==> src/rtl/core/uartrb_pkg.sv <==
`timescale 1ns / 1ps
// ----------------------------------------------------------------------------
// uartrb_pkg
// Shared types and constants for the UART receive/transmit ring buffers.
// ----------------------------------------------------------------------------
package uartrb_pkg;

  localparam int BYTE_W      = 8;
  localparam int REQ_W       = 3;
  localparam int LEVEL_W     = 6;
  localparam int RX_DEPTH_DEF = 64;
  localparam int TX_DEPTH_DEF = 64;

  // Request codes carried in req_type
  typedef enum logic [REQ_W-1:0] {
    REQ_LINE_RX = 3'd0,
    REQ_TX_DONE = 3'd1,
    REQ_HOST_WR = 3'd2,
    REQ_WR_END  = 3'd3,
    REQ_HOST_RD = 3'd4
  } req_t;

  // Pointer moves for one ring in one cycle
  typedef struct packed {
    logic push;
    logic pop;
  } ring_ctrl_t;

  // Ring occupancy status before the current beat
  typedef struct packed {
    logic empty;
    logic full;
  } ring_stat_t;

  // Per-beat result flags
  typedef struct packed {
    logic line_valid;
    logic read_valid;
    logic write_accepted;
    logic rx_overwrote;
  } res_flags_t;

endpackage

==> src/rtl/core/uartrb_req_if.sv <==
`timescale 1ns / 1ps
// ----------------------------------------------------------------------------
// uartrb_req_if
// Request channel: valid/ready handshake with request code and data byte.
// ----------------------------------------------------------------------------
interface uartrb_req_if;
  logic                         valid;
  logic                         ready;
  logic [uartrb_pkg::REQ_W-1:0]  req_type;
  logic [uartrb_pkg::BYTE_W-1:0] data_byte;

  modport source (output valid, output req_type, output data_byte, input ready);
  modport sink   (input valid, input req_type, input data_byte, output ready);
endinterface

==> src/rtl/core/uartrb_res_if.sv <==
`timescale 1ns / 1ps
// ----------------------------------------------------------------------------
// uartrb_res_if
// Result channel: valid/ready handshake with flags, bytes and ring levels.
// ----------------------------------------------------------------------------
interface uartrb_res_if;
  logic                          valid;
  logic                          ready;
  logic                          line_valid;
  logic [uartrb_pkg::BYTE_W-1:0]  line_byte;
  logic                          read_valid;
  logic [uartrb_pkg::BYTE_W-1:0]  read_byte;
  logic                          write_accepted;
  logic                          rx_overwrote;
  logic [uartrb_pkg::LEVEL_W-1:0] rx_level;
  logic [uartrb_pkg::LEVEL_W-1:0] tx_level;

  modport source (output valid, output line_valid, output line_byte, output read_valid,
                  output read_byte, output write_accepted, output rx_overwrote,
                  output rx_level, output tx_level, input ready);
  modport sink   (input valid, input line_valid, input line_byte, input read_valid,
                  input read_byte, input write_accepted, input rx_overwrote,
                  input rx_level, input tx_level, output ready);
endinterface

==> src/rtl/core/uartrb_ring.sv <==
`timescale 1ns / 1ps
// ----------------------------------------------------------------------------
// uartrb_ring
// One byte ring: write/read pointers, storage array and registered read port.
// ----------------------------------------------------------------------------
module uartrb_ring #(
  parameter int DEPTH = uartrb_pkg::RX_DEPTH_DEF
) (
  input  logic                            clk,
  input  logic                            rst,
  input  uartrb_pkg::ring_ctrl_t          ctrl,
  input  logic [uartrb_pkg::BYTE_W-1:0]    wdata,
  output uartrb_pkg::ring_stat_t          stat,
  output logic [uartrb_pkg::LEVEL_W-1:0]   level,
  output logic [uartrb_pkg::BYTE_W-1:0]    rdata
);

  localparam int AW = $clog2(DEPTH);
  localparam int LW = (AW > uartrb_pkg::LEVEL_W) ? AW : uartrb_pkg::LEVEL_W;
  localparam logic [AW-1:0] LAST = AW'(DEPTH - 1);
  localparam logic [AW:0]   DEPTH_EXT = (AW + 1)'(DEPTH);

  logic [uartrb_pkg::BYTE_W-1:0] store [DEPTH];
  logic [AW-1:0] wr_idx;
  logic [AW-1:0] rd_idx;
  logic [AW-1:0] wr_idx_next;
  logic [AW-1:0] rd_idx_next;
  logic [AW:0]   occ;
  logic [LW-1:0] occ_ext;

  // Wrapping increments
  assign wr_idx_next = (wr_idx == LAST) ? '0 : wr_idx + 1'b1;
  assign rd_idx_next = (rd_idx == LAST) ? '0 : rd_idx + 1'b1;

  assign stat.empty = (wr_idx == rd_idx);
  assign stat.full  = (wr_idx_next == rd_idx);

  // Occupancy, reported as its low bits
  always_comb begin
    if (wr_idx >= rd_idx) begin
      occ = {1'b0, wr_idx} - {1'b0, rd_idx};
    end else begin
      occ = {1'b0, wr_idx} + DEPTH_EXT - {1'b0, rd_idx};
    end
    occ_ext = LW'(occ[AW-1:0]);
  end

  assign level = occ_ext[uartrb_pkg::LEVEL_W-1:0];

  // Pointer registers
  always_ff @(posedge clk) begin
    if (rst) begin
      wr_idx <= '0;
      rd_idx <= '0;
    end else begin
      if (ctrl.push) wr_idx <= wr_idx_next;
      if (ctrl.pop)  rd_idx <= rd_idx_next;
    end
  end

  // Storage: write at the write pointer, registered read at the read pointer
  always_ff @(posedge clk) begin
    if (ctrl.push) store[wr_idx] <= wdata;
    if (ctrl.pop)  rdata <= store[rd_idx];
  end

endmodule

==> src/rtl/core/uartrb_ctrl.sv <==
`timescale 1ns / 1ps
// ----------------------------------------------------------------------------
// uartrb_ctrl
// Request decoder: turns one accepted beat into ring moves and result flags.
// ----------------------------------------------------------------------------
module uartrb_ctrl (
  input  logic                          fire,
  input  logic [uartrb_pkg::REQ_W-1:0]   req_type,
  input  uartrb_pkg::ring_stat_t        rx_stat,
  input  uartrb_pkg::ring_stat_t        tx_stat,
  output uartrb_pkg::ring_ctrl_t        rx_ctrl,
  output uartrb_pkg::ring_ctrl_t        tx_ctrl,
  output uartrb_pkg::res_flags_t        flags
);

  always_comb begin
    rx_ctrl = '0;
    tx_ctrl = '0;
    flags   = '0;
    unique case (uartrb_pkg::req_t'(req_type))
      // Line byte always lands; a full ring drops its oldest byte
      uartrb_pkg::REQ_LINE_RX: begin
        rx_ctrl.push       = 1'b1;
        rx_ctrl.pop        = rx_stat.full;
        flags.rx_overwrote = rx_stat.full;
      end
      // Transmit complete or end-of-write kick: send next queued byte
      uartrb_pkg::REQ_TX_DONE, uartrb_pkg::REQ_WR_END: begin
        tx_ctrl.pop      = !tx_stat.empty;
        flags.line_valid = !tx_stat.empty;
      end
      uartrb_pkg::REQ_HOST_WR: begin
        tx_ctrl.push         = !tx_stat.full;
        flags.write_accepted = !tx_stat.full;
      end
      uartrb_pkg::REQ_HOST_RD: begin
        rx_ctrl.pop      = !rx_stat.empty;
        flags.read_valid = !rx_stat.empty;
      end
      default: begin
      end
    endcase
    // Nothing moves without an accepted beat
    if (!fire) begin
      rx_ctrl = '0;
      tx_ctrl = '0;
    end
  end

endmodule

==> src/rtl/core/uart_rx_tx_ring_buffers.sv <==
`timescale 1ns / 1ps
// ----------------------------------------------------------------------------
// uart_rx_tx_ring_buffers
// Receive and transmit byte rings for a serial port, one request per beat.
// ----------------------------------------------------------------------------
// Each request beat produces exactly one result beat in the cycle after it is
// taken. A new request is taken every cycle while the result side is ready;
// the result register holds a stalled result and request ready follows it.
// Each ring is an array with one write and one registered read per cycle,
// and holds at most depth minus one bytes. Levels report the low six bits.
module uart_rx_tx_ring_buffers #(
  parameter int RX_DEPTH = uartrb_pkg::RX_DEPTH_DEF,
  parameter int TX_DEPTH = uartrb_pkg::TX_DEPTH_DEF
) (
  input  logic         clk,
  input  logic         rst,
  uartrb_req_if.sink   req,
  uartrb_res_if.source res
);

  uartrb_pkg::ring_ctrl_t rx_ctrl;
  uartrb_pkg::ring_ctrl_t tx_ctrl;
  uartrb_pkg::ring_stat_t rx_stat;
  uartrb_pkg::ring_stat_t tx_stat;
  uartrb_pkg::res_flags_t flags_d;
  uartrb_pkg::res_flags_t flags;
  logic [uartrb_pkg::BYTE_W-1:0] rx_rdata;
  logic [uartrb_pkg::BYTE_W-1:0] tx_rdata;
  logic out_valid;
  logic fire;

  assign req.ready = !out_valid || res.ready;
  assign fire      = req.valid && req.ready;

  uartrb_ctrl u_ctrl (
    .fire     (fire),
    .req_type (req.req_type),
    .rx_stat  (rx_stat),
    .tx_stat  (tx_stat),
    .rx_ctrl  (rx_ctrl),
    .tx_ctrl  (tx_ctrl),
    .flags    (flags_d)
  );

  uartrb_ring #(.DEPTH(RX_DEPTH)) u_rx_ring (
    .clk   (clk),
    .rst   (rst),
    .ctrl  (rx_ctrl),
    .wdata (req.data_byte),
    .stat  (rx_stat),
    .level (res.rx_level),
    .rdata (rx_rdata)
  );

  uartrb_ring #(.DEPTH(TX_DEPTH)) u_tx_ring (
    .clk   (clk),
    .rst   (rst),
    .ctrl  (tx_ctrl),
    .wdata (req.data_byte),
    .stat  (tx_stat),
    .level (res.tx_level),
    .rdata (tx_rdata)
  );

  // Result valid
  always_ff @(posedge clk) begin
    if (rst) begin
      out_valid <= 1'b0;
    end else if (req.ready) begin
      out_valid <= req.valid;
    end
  end

  // Result flags, held while the result stalls
  always_ff @(posedge clk) begin
    if (fire) flags <= flags_d;
  end

  // Result beat; bytes read as zero when their flag is low
  assign res.valid          = out_valid;
  assign res.line_valid     = flags.line_valid;
  assign res.line_byte      = flags.line_valid ? tx_rdata : '0;
  assign res.read_valid     = flags.read_valid;
  assign res.read_byte      = flags.read_valid ? rx_rdata : '0;
  assign res.write_accepted = flags.write_accepted;
  assign res.rx_overwrote   = flags.rx_overwrote;

endmodule

==> src/flat_wrapper.sv <==
// flat-port wrapper written by rule: the top's interface ports become plain ports
module uart_rx_tx_ring_buffers_flat 
#(
  parameter int RX_DEPTH = uartrb_pkg::RX_DEPTH_DEF,
  parameter int TX_DEPTH = uartrb_pkg::TX_DEPTH_DEF
)
  (clk, rst, req_valid, req_req_type, req_data_byte, req_ready, res_valid, res_line_valid, res_line_byte, res_read_valid, res_read_byte, res_write_accepted, res_rx_overwrote, res_rx_level, res_tx_level, res_ready);
  uartrb_req_if req_i ();
  uartrb_res_if res_i ();
  input  logic clk;
  input  logic rst;
  input wire logic [$bits(req_i.valid)-1:0] req_valid;
  input wire logic [$bits(req_i.req_type)-1:0] req_req_type;
  input wire logic [$bits(req_i.data_byte)-1:0] req_data_byte;
  output wire logic [$bits(req_i.ready)-1:0] req_ready;
  output wire logic [$bits(res_i.valid)-1:0] res_valid;
  output wire logic [$bits(res_i.line_valid)-1:0] res_line_valid;
  output wire logic [$bits(res_i.line_byte)-1:0] res_line_byte;
  output wire logic [$bits(res_i.read_valid)-1:0] res_read_valid;
  output wire logic [$bits(res_i.read_byte)-1:0] res_read_byte;
  output wire logic [$bits(res_i.write_accepted)-1:0] res_write_accepted;
  output wire logic [$bits(res_i.rx_overwrote)-1:0] res_rx_overwrote;
  output wire logic [$bits(res_i.rx_level)-1:0] res_rx_level;
  output wire logic [$bits(res_i.tx_level)-1:0] res_tx_level;
  input wire logic [$bits(res_i.ready)-1:0] res_ready;
  assign req_i.valid = req_valid;
  assign req_i.req_type = req_req_type;
  assign req_i.data_byte = req_data_byte;
  assign req_ready = req_i.ready;
  assign res_valid = res_i.valid;
  assign res_line_valid = res_i.line_valid;
  assign res_line_byte = res_i.line_byte;
  assign res_read_valid = res_i.read_valid;
  assign res_read_byte = res_i.read_byte;
  assign res_write_accepted = res_i.write_accepted;
  assign res_rx_overwrote = res_i.rx_overwrote;
  assign res_rx_level = res_i.rx_level;
  assign res_tx_level = res_i.tx_level;
  assign res_i.ready = res_ready;
  uart_rx_tx_ring_buffers #(.RX_DEPTH(RX_DEPTH), .TX_DEPTH(TX_DEPTH)) u_core (.clk(clk), .rst(rst), .req(req_i), .res(res_i));
endmodule
==> config.mk <==
export PLATFORM = sky130hd
export DESIGN_NAME = uart_rx_tx_ring_buffers_flat
export DESIGN_NICKNAME = d
export VERILOG_FILES = /design/src/rtl/core/uartrb_pkg.sv /design/src/rtl/core/uartrb_req_if.sv /design/src/rtl/core/uartrb_res_if.sv /design/src/rtl/core/uartrb_ring.sv /design/src/rtl/core/uartrb_ctrl.sv /design/src/rtl/core/uart_rx_tx_ring_buffers.sv /design/src/flat_wrapper.sv
export SDC_FILE = /design/constraint.sdc
export NUM_CORES = 1
export LEC_CHECK = 0
export BUFFER_PORTS_ARGS = -buffer_cell sky130_fd_sc_hd__buf_2
export CAP_MARGIN = 30
export CORE_ASPECT_RATIO = 1.5
export CORE_UTILIZATION = 55
export CTS_BUF_LIST = sky130_fd_sc_hd__clkbuf_4 sky130_fd_sc_hd__clkbuf_8
export CTS_CLUSTER_DIAMETER = 40
export DETAILED_ROUTE_END_ITERATION = 12
export PLACE_DENSITY = 0.74
export RECOVER_POWER = 100
export SYNTH_ARGS = -nofsm -noshare
export SYNTH_HDL_FRONTEND = slang
export SYNTH_SLANG_ARGS = --single-unit
==> constraint.sdc <==
create_clock -name clk -period 3.2 [get_ports clk]
set_input_delay 0.16 -clock clk [delete_from_list [all_inputs] [get_ports clk]]
set_output_delay 0.16 -clock clk [all_outputs]
set_load 0.005 [all_outputs]
==> run summary <==
Maximum clock insertion buffer count = 3
Clock root cell = clkbuf_8
DR WL/cell = 29.0 um
Clock skew = 0.0367 ns
Post-Syn Area = 0.0425 mm^2
Syn. warnings = 0
Vias in the first global route = 22.2k
Core ar. = 0.0763 mm^2
CP Cell Sequence = ha_1 > buf_4 > a31oi_1 > xor2_1 > a211oi_2 > a211o_2 > buf_12 > nor3_1
Vias per cell = 6.28
CTS tree = yes
# DRC = 0
Final hold vios = 0
Outcome = finished with violations
Fillers = 5,093
Worst Tran Pin Value = 2.98 ns
Port Buffers = 48
ANT nets after route = 0
Cells after Synth = 2,011
Row count = 124
Initial Util = 55.6%
Crit. Startpoint = u_core.u_tx_ring.wr_idx[1]$_SDFFE_PP0P_
Synth Flop Type = edfxtp_1
Max_cap viols = 10
Num CTS Buffers = 153
Final Slew Violations = 613
Synthesized area per cell = 21.1 um^2
Crit path max-delay family = simple AND/OR/NAND/NOR gates
Syn nets = 2,042
Worst path buffer plus inverter count = 2
Routability cong. = 0.936
Commonest cells in the netlist = edfxtp_1, mux4_2, nor2_1, nand2_1, nor3_1
Startpoint types = flip-flop
Top cells by area, synth = edfxtp_1, mux4_2, dfxtp_1
FF-to-FF Start = u_core.u_tx_ring.wr_idx[1]$_SDFFE_PP0P_
Register area share after synthesis = 75.0%
Pre-CTS worst setup slack = -0.0655 ns
RSZ-0062 raised after global routing = true
Clk_lat worst skew = 0.81 ns
Nets = 2,310
Yosys top cell area share = 73.8%
Yosys reg bits = 1,069
DRT iter0 DRCs = 2,265
Final setup viols = 0
Fin worst setup slack = 0.0116 ns
Cell taking the most area after synthesis = edfxtp_1
Min-delay src = res_ready
Static Leakage = 14.8 nW
Tmin final = 3.19 ns
DIE AREA = 0.0784 mm^2
Syn-to-layout area delta = 13.5%
Crit. End Element = flip-flop
Slew HR = -98.5%
Crit Path Category = reg2reg
Sink Count = 1,069
First-pass GRT wire length = 146 mm
EDFF count, synth = 1,044
Largest net degree at the start of global routing = 91
Share of layout cells above drive strength 1 = 32.5%
All-Layer GR Usage = 26.0%
DR vias = 21.4k
Post-CTS setup buffers = 0
CTS HTree Levels = 4
Slowest CP cell = nor3_1
Antenna violations before repair = 4
Final period util = 99.6%
Crit path max fanout = 23
Worst path max stage delay = 0.82 ns
Ports = 49
Type of the worst min-delay path = in2reg
Synth cell types = 60
DIE WIDTH = 229 um
Failing checks = capacitance limit, slew limit
Fmax = 0.314 GHz
WHS = 0.253 ns
Wirelength, routed = 99.0 mm
Critical Path RT = 3.61 ns
Initial DRT Pass Iterations = 5
Clock slew at reported path FFs = 0.07 ns
Most frequent cell after synthesis = edfxtp_1
Detailed Place HPWL = 63.1 mm
VDD IR-drop max = 0.430 mV
Async SR Flop Fraction = 0%
Die height = 342 um
Arr. time, crit path = 3.60 ns
Pwr Density = 562 mW/mm^2
Total grt overflow = 0
[logic make-up (layout without fill, tap and decap cells)]
family	Yosys count	count (layout)	synth area share, %
other	0	3	0
xor gates and xnor gates	28	28	0.577
AOI/OAI and AO/OA	98	98	1.55
muxes	329	329	17.2
DFF	1069	1069	75.0
adders and majority gates	16	16	0.507
buffers and inverters	151	541	1.58
and+or+nand+nor	320	320	3.58
[sequential cells by signal, summed over array words and instances, names as in the netlist, 6 cells and up]
register                 count
u_core.u_tx_ring.wr_idx      6
u_core.u_tx_ring.rdata       8
u_core.u_tx_ring.rd_idx      6
u_core.u_rx_ring.rdata       8
u_core.u_rx_ring.wr_idx      6
u_core.u_rx_ring.store     512
u_core.u_rx_ring.rd_idx      6
u_core.u_tx_ring.store     512
[cell usage in the layout (no fill, tap or decap), drive strengths merged, types with 3 or more instances in the layout]
master,count
edfxtp,1044
mux4,321
clkbuf,285
buf,126
nor2,91
nand2,67
nor3,62
clkinv,52
inv,37
and2,26
dfxtp,25
a21oi,24
nand3,22
xnor2,22
a31oi,16
dlygate4sd3,15
ha,14
bufinv,13
o21ai,12
clkinvlp,12
or3,10
a211oi,10
nor4,9
nand4,8
and3,8
o31ai,6
xor2,6
o21bai,4
nand3b,4
a21o,4
mux2,4
mux2i,4
nor2b,4
diode,3
o211ai,3
[layer usage]
layer / routed length, um / share of wire [%] / track usage (%) / vias to the layer above
met5: 0 / 0 / 0 / -
met4: 5560 / 5.6 / 14.2 / 0
met3: 6460 / 6.5 / 4.38 / 277
met2: 52500 / 53 / 45.1 / 1086
met1: 34400 / 35 / 31.2 / 11100
li1: - / - / - / 8949
[where the power goes]
part / internal [W] / leakage (nW) / switching [W]
Sequential: 0.0154 / 9.59 / 0.00000631
Clock: 0.00615 / 1.66 / 0.00509
Combinational: 0.0000935 / 3.55 / 0.000359
[timing repair]
| item | in CTS | in global routing |
|---|---|---|
| gates resized for setup | 17 | 34 |
| endpoints found under the setup margin | 82 | 275 |
| hold endpoints to repair | 497 | 0 |
| hold buffers | 15 | 0 |
[through the flow]
stage	utilization, %	total power, W	cell area [um^2]	cells	TNS (ns)
final	63.2	0.0271	48200	3412	0
after global routing	63.2	0.0278	48200	3411	-1.99
after CTS	63.3	0.0273	48400	3401	0
after detailed placement	58.8	0.0161	44900	3109	-2.31
after global placement	58.8	0.0161	44900	3108	0
after floorplan	-	0.0158	42500	2011	0
[cell type report]
cell class	instances	area, um^2	share of cell area [%]
Sequential cell	1069	31900	66.1
Clock buffer	196	2470	5.11
Clock inverter	81	762	1.58
Tap cell	1008	1260	2.62
Timing Repair Buffer	231	1530	3.18
Antenna cell	3	7.51	0.0156
Inverter	33	124	0.257
Multi-Input combinational cell	791	10200	21.1
[path summary, 6_finish.rpt]
| kind | end | slack (ns) | cells past startpoint |
|---|---|---|---|
| min reg2reg | u_core.u_tx_ring.rd_idx[2]$_SDFFE_PP0P_ | 0.63 | 3 |
| max reg2reg | u_core.u_tx_ring.store[60][5]$_DFFE_PP_ | 0.01 | 8 |
| max | u_core.u_tx_ring.store[60][5]$_DFFE_PP_ | 0.01 | 8 |
| min | u_core.res.valid$_SDFFE_PP0N_ | 0.25 | 4 |
[tightest hold or removal path, cell delays in order]
cell and delay (ns):
buf_2 0.07, nand2b_1 0.14, a21oi_1 0.08, dlygate4sd3_1 0.55
(Power assumes the default switching activity.)
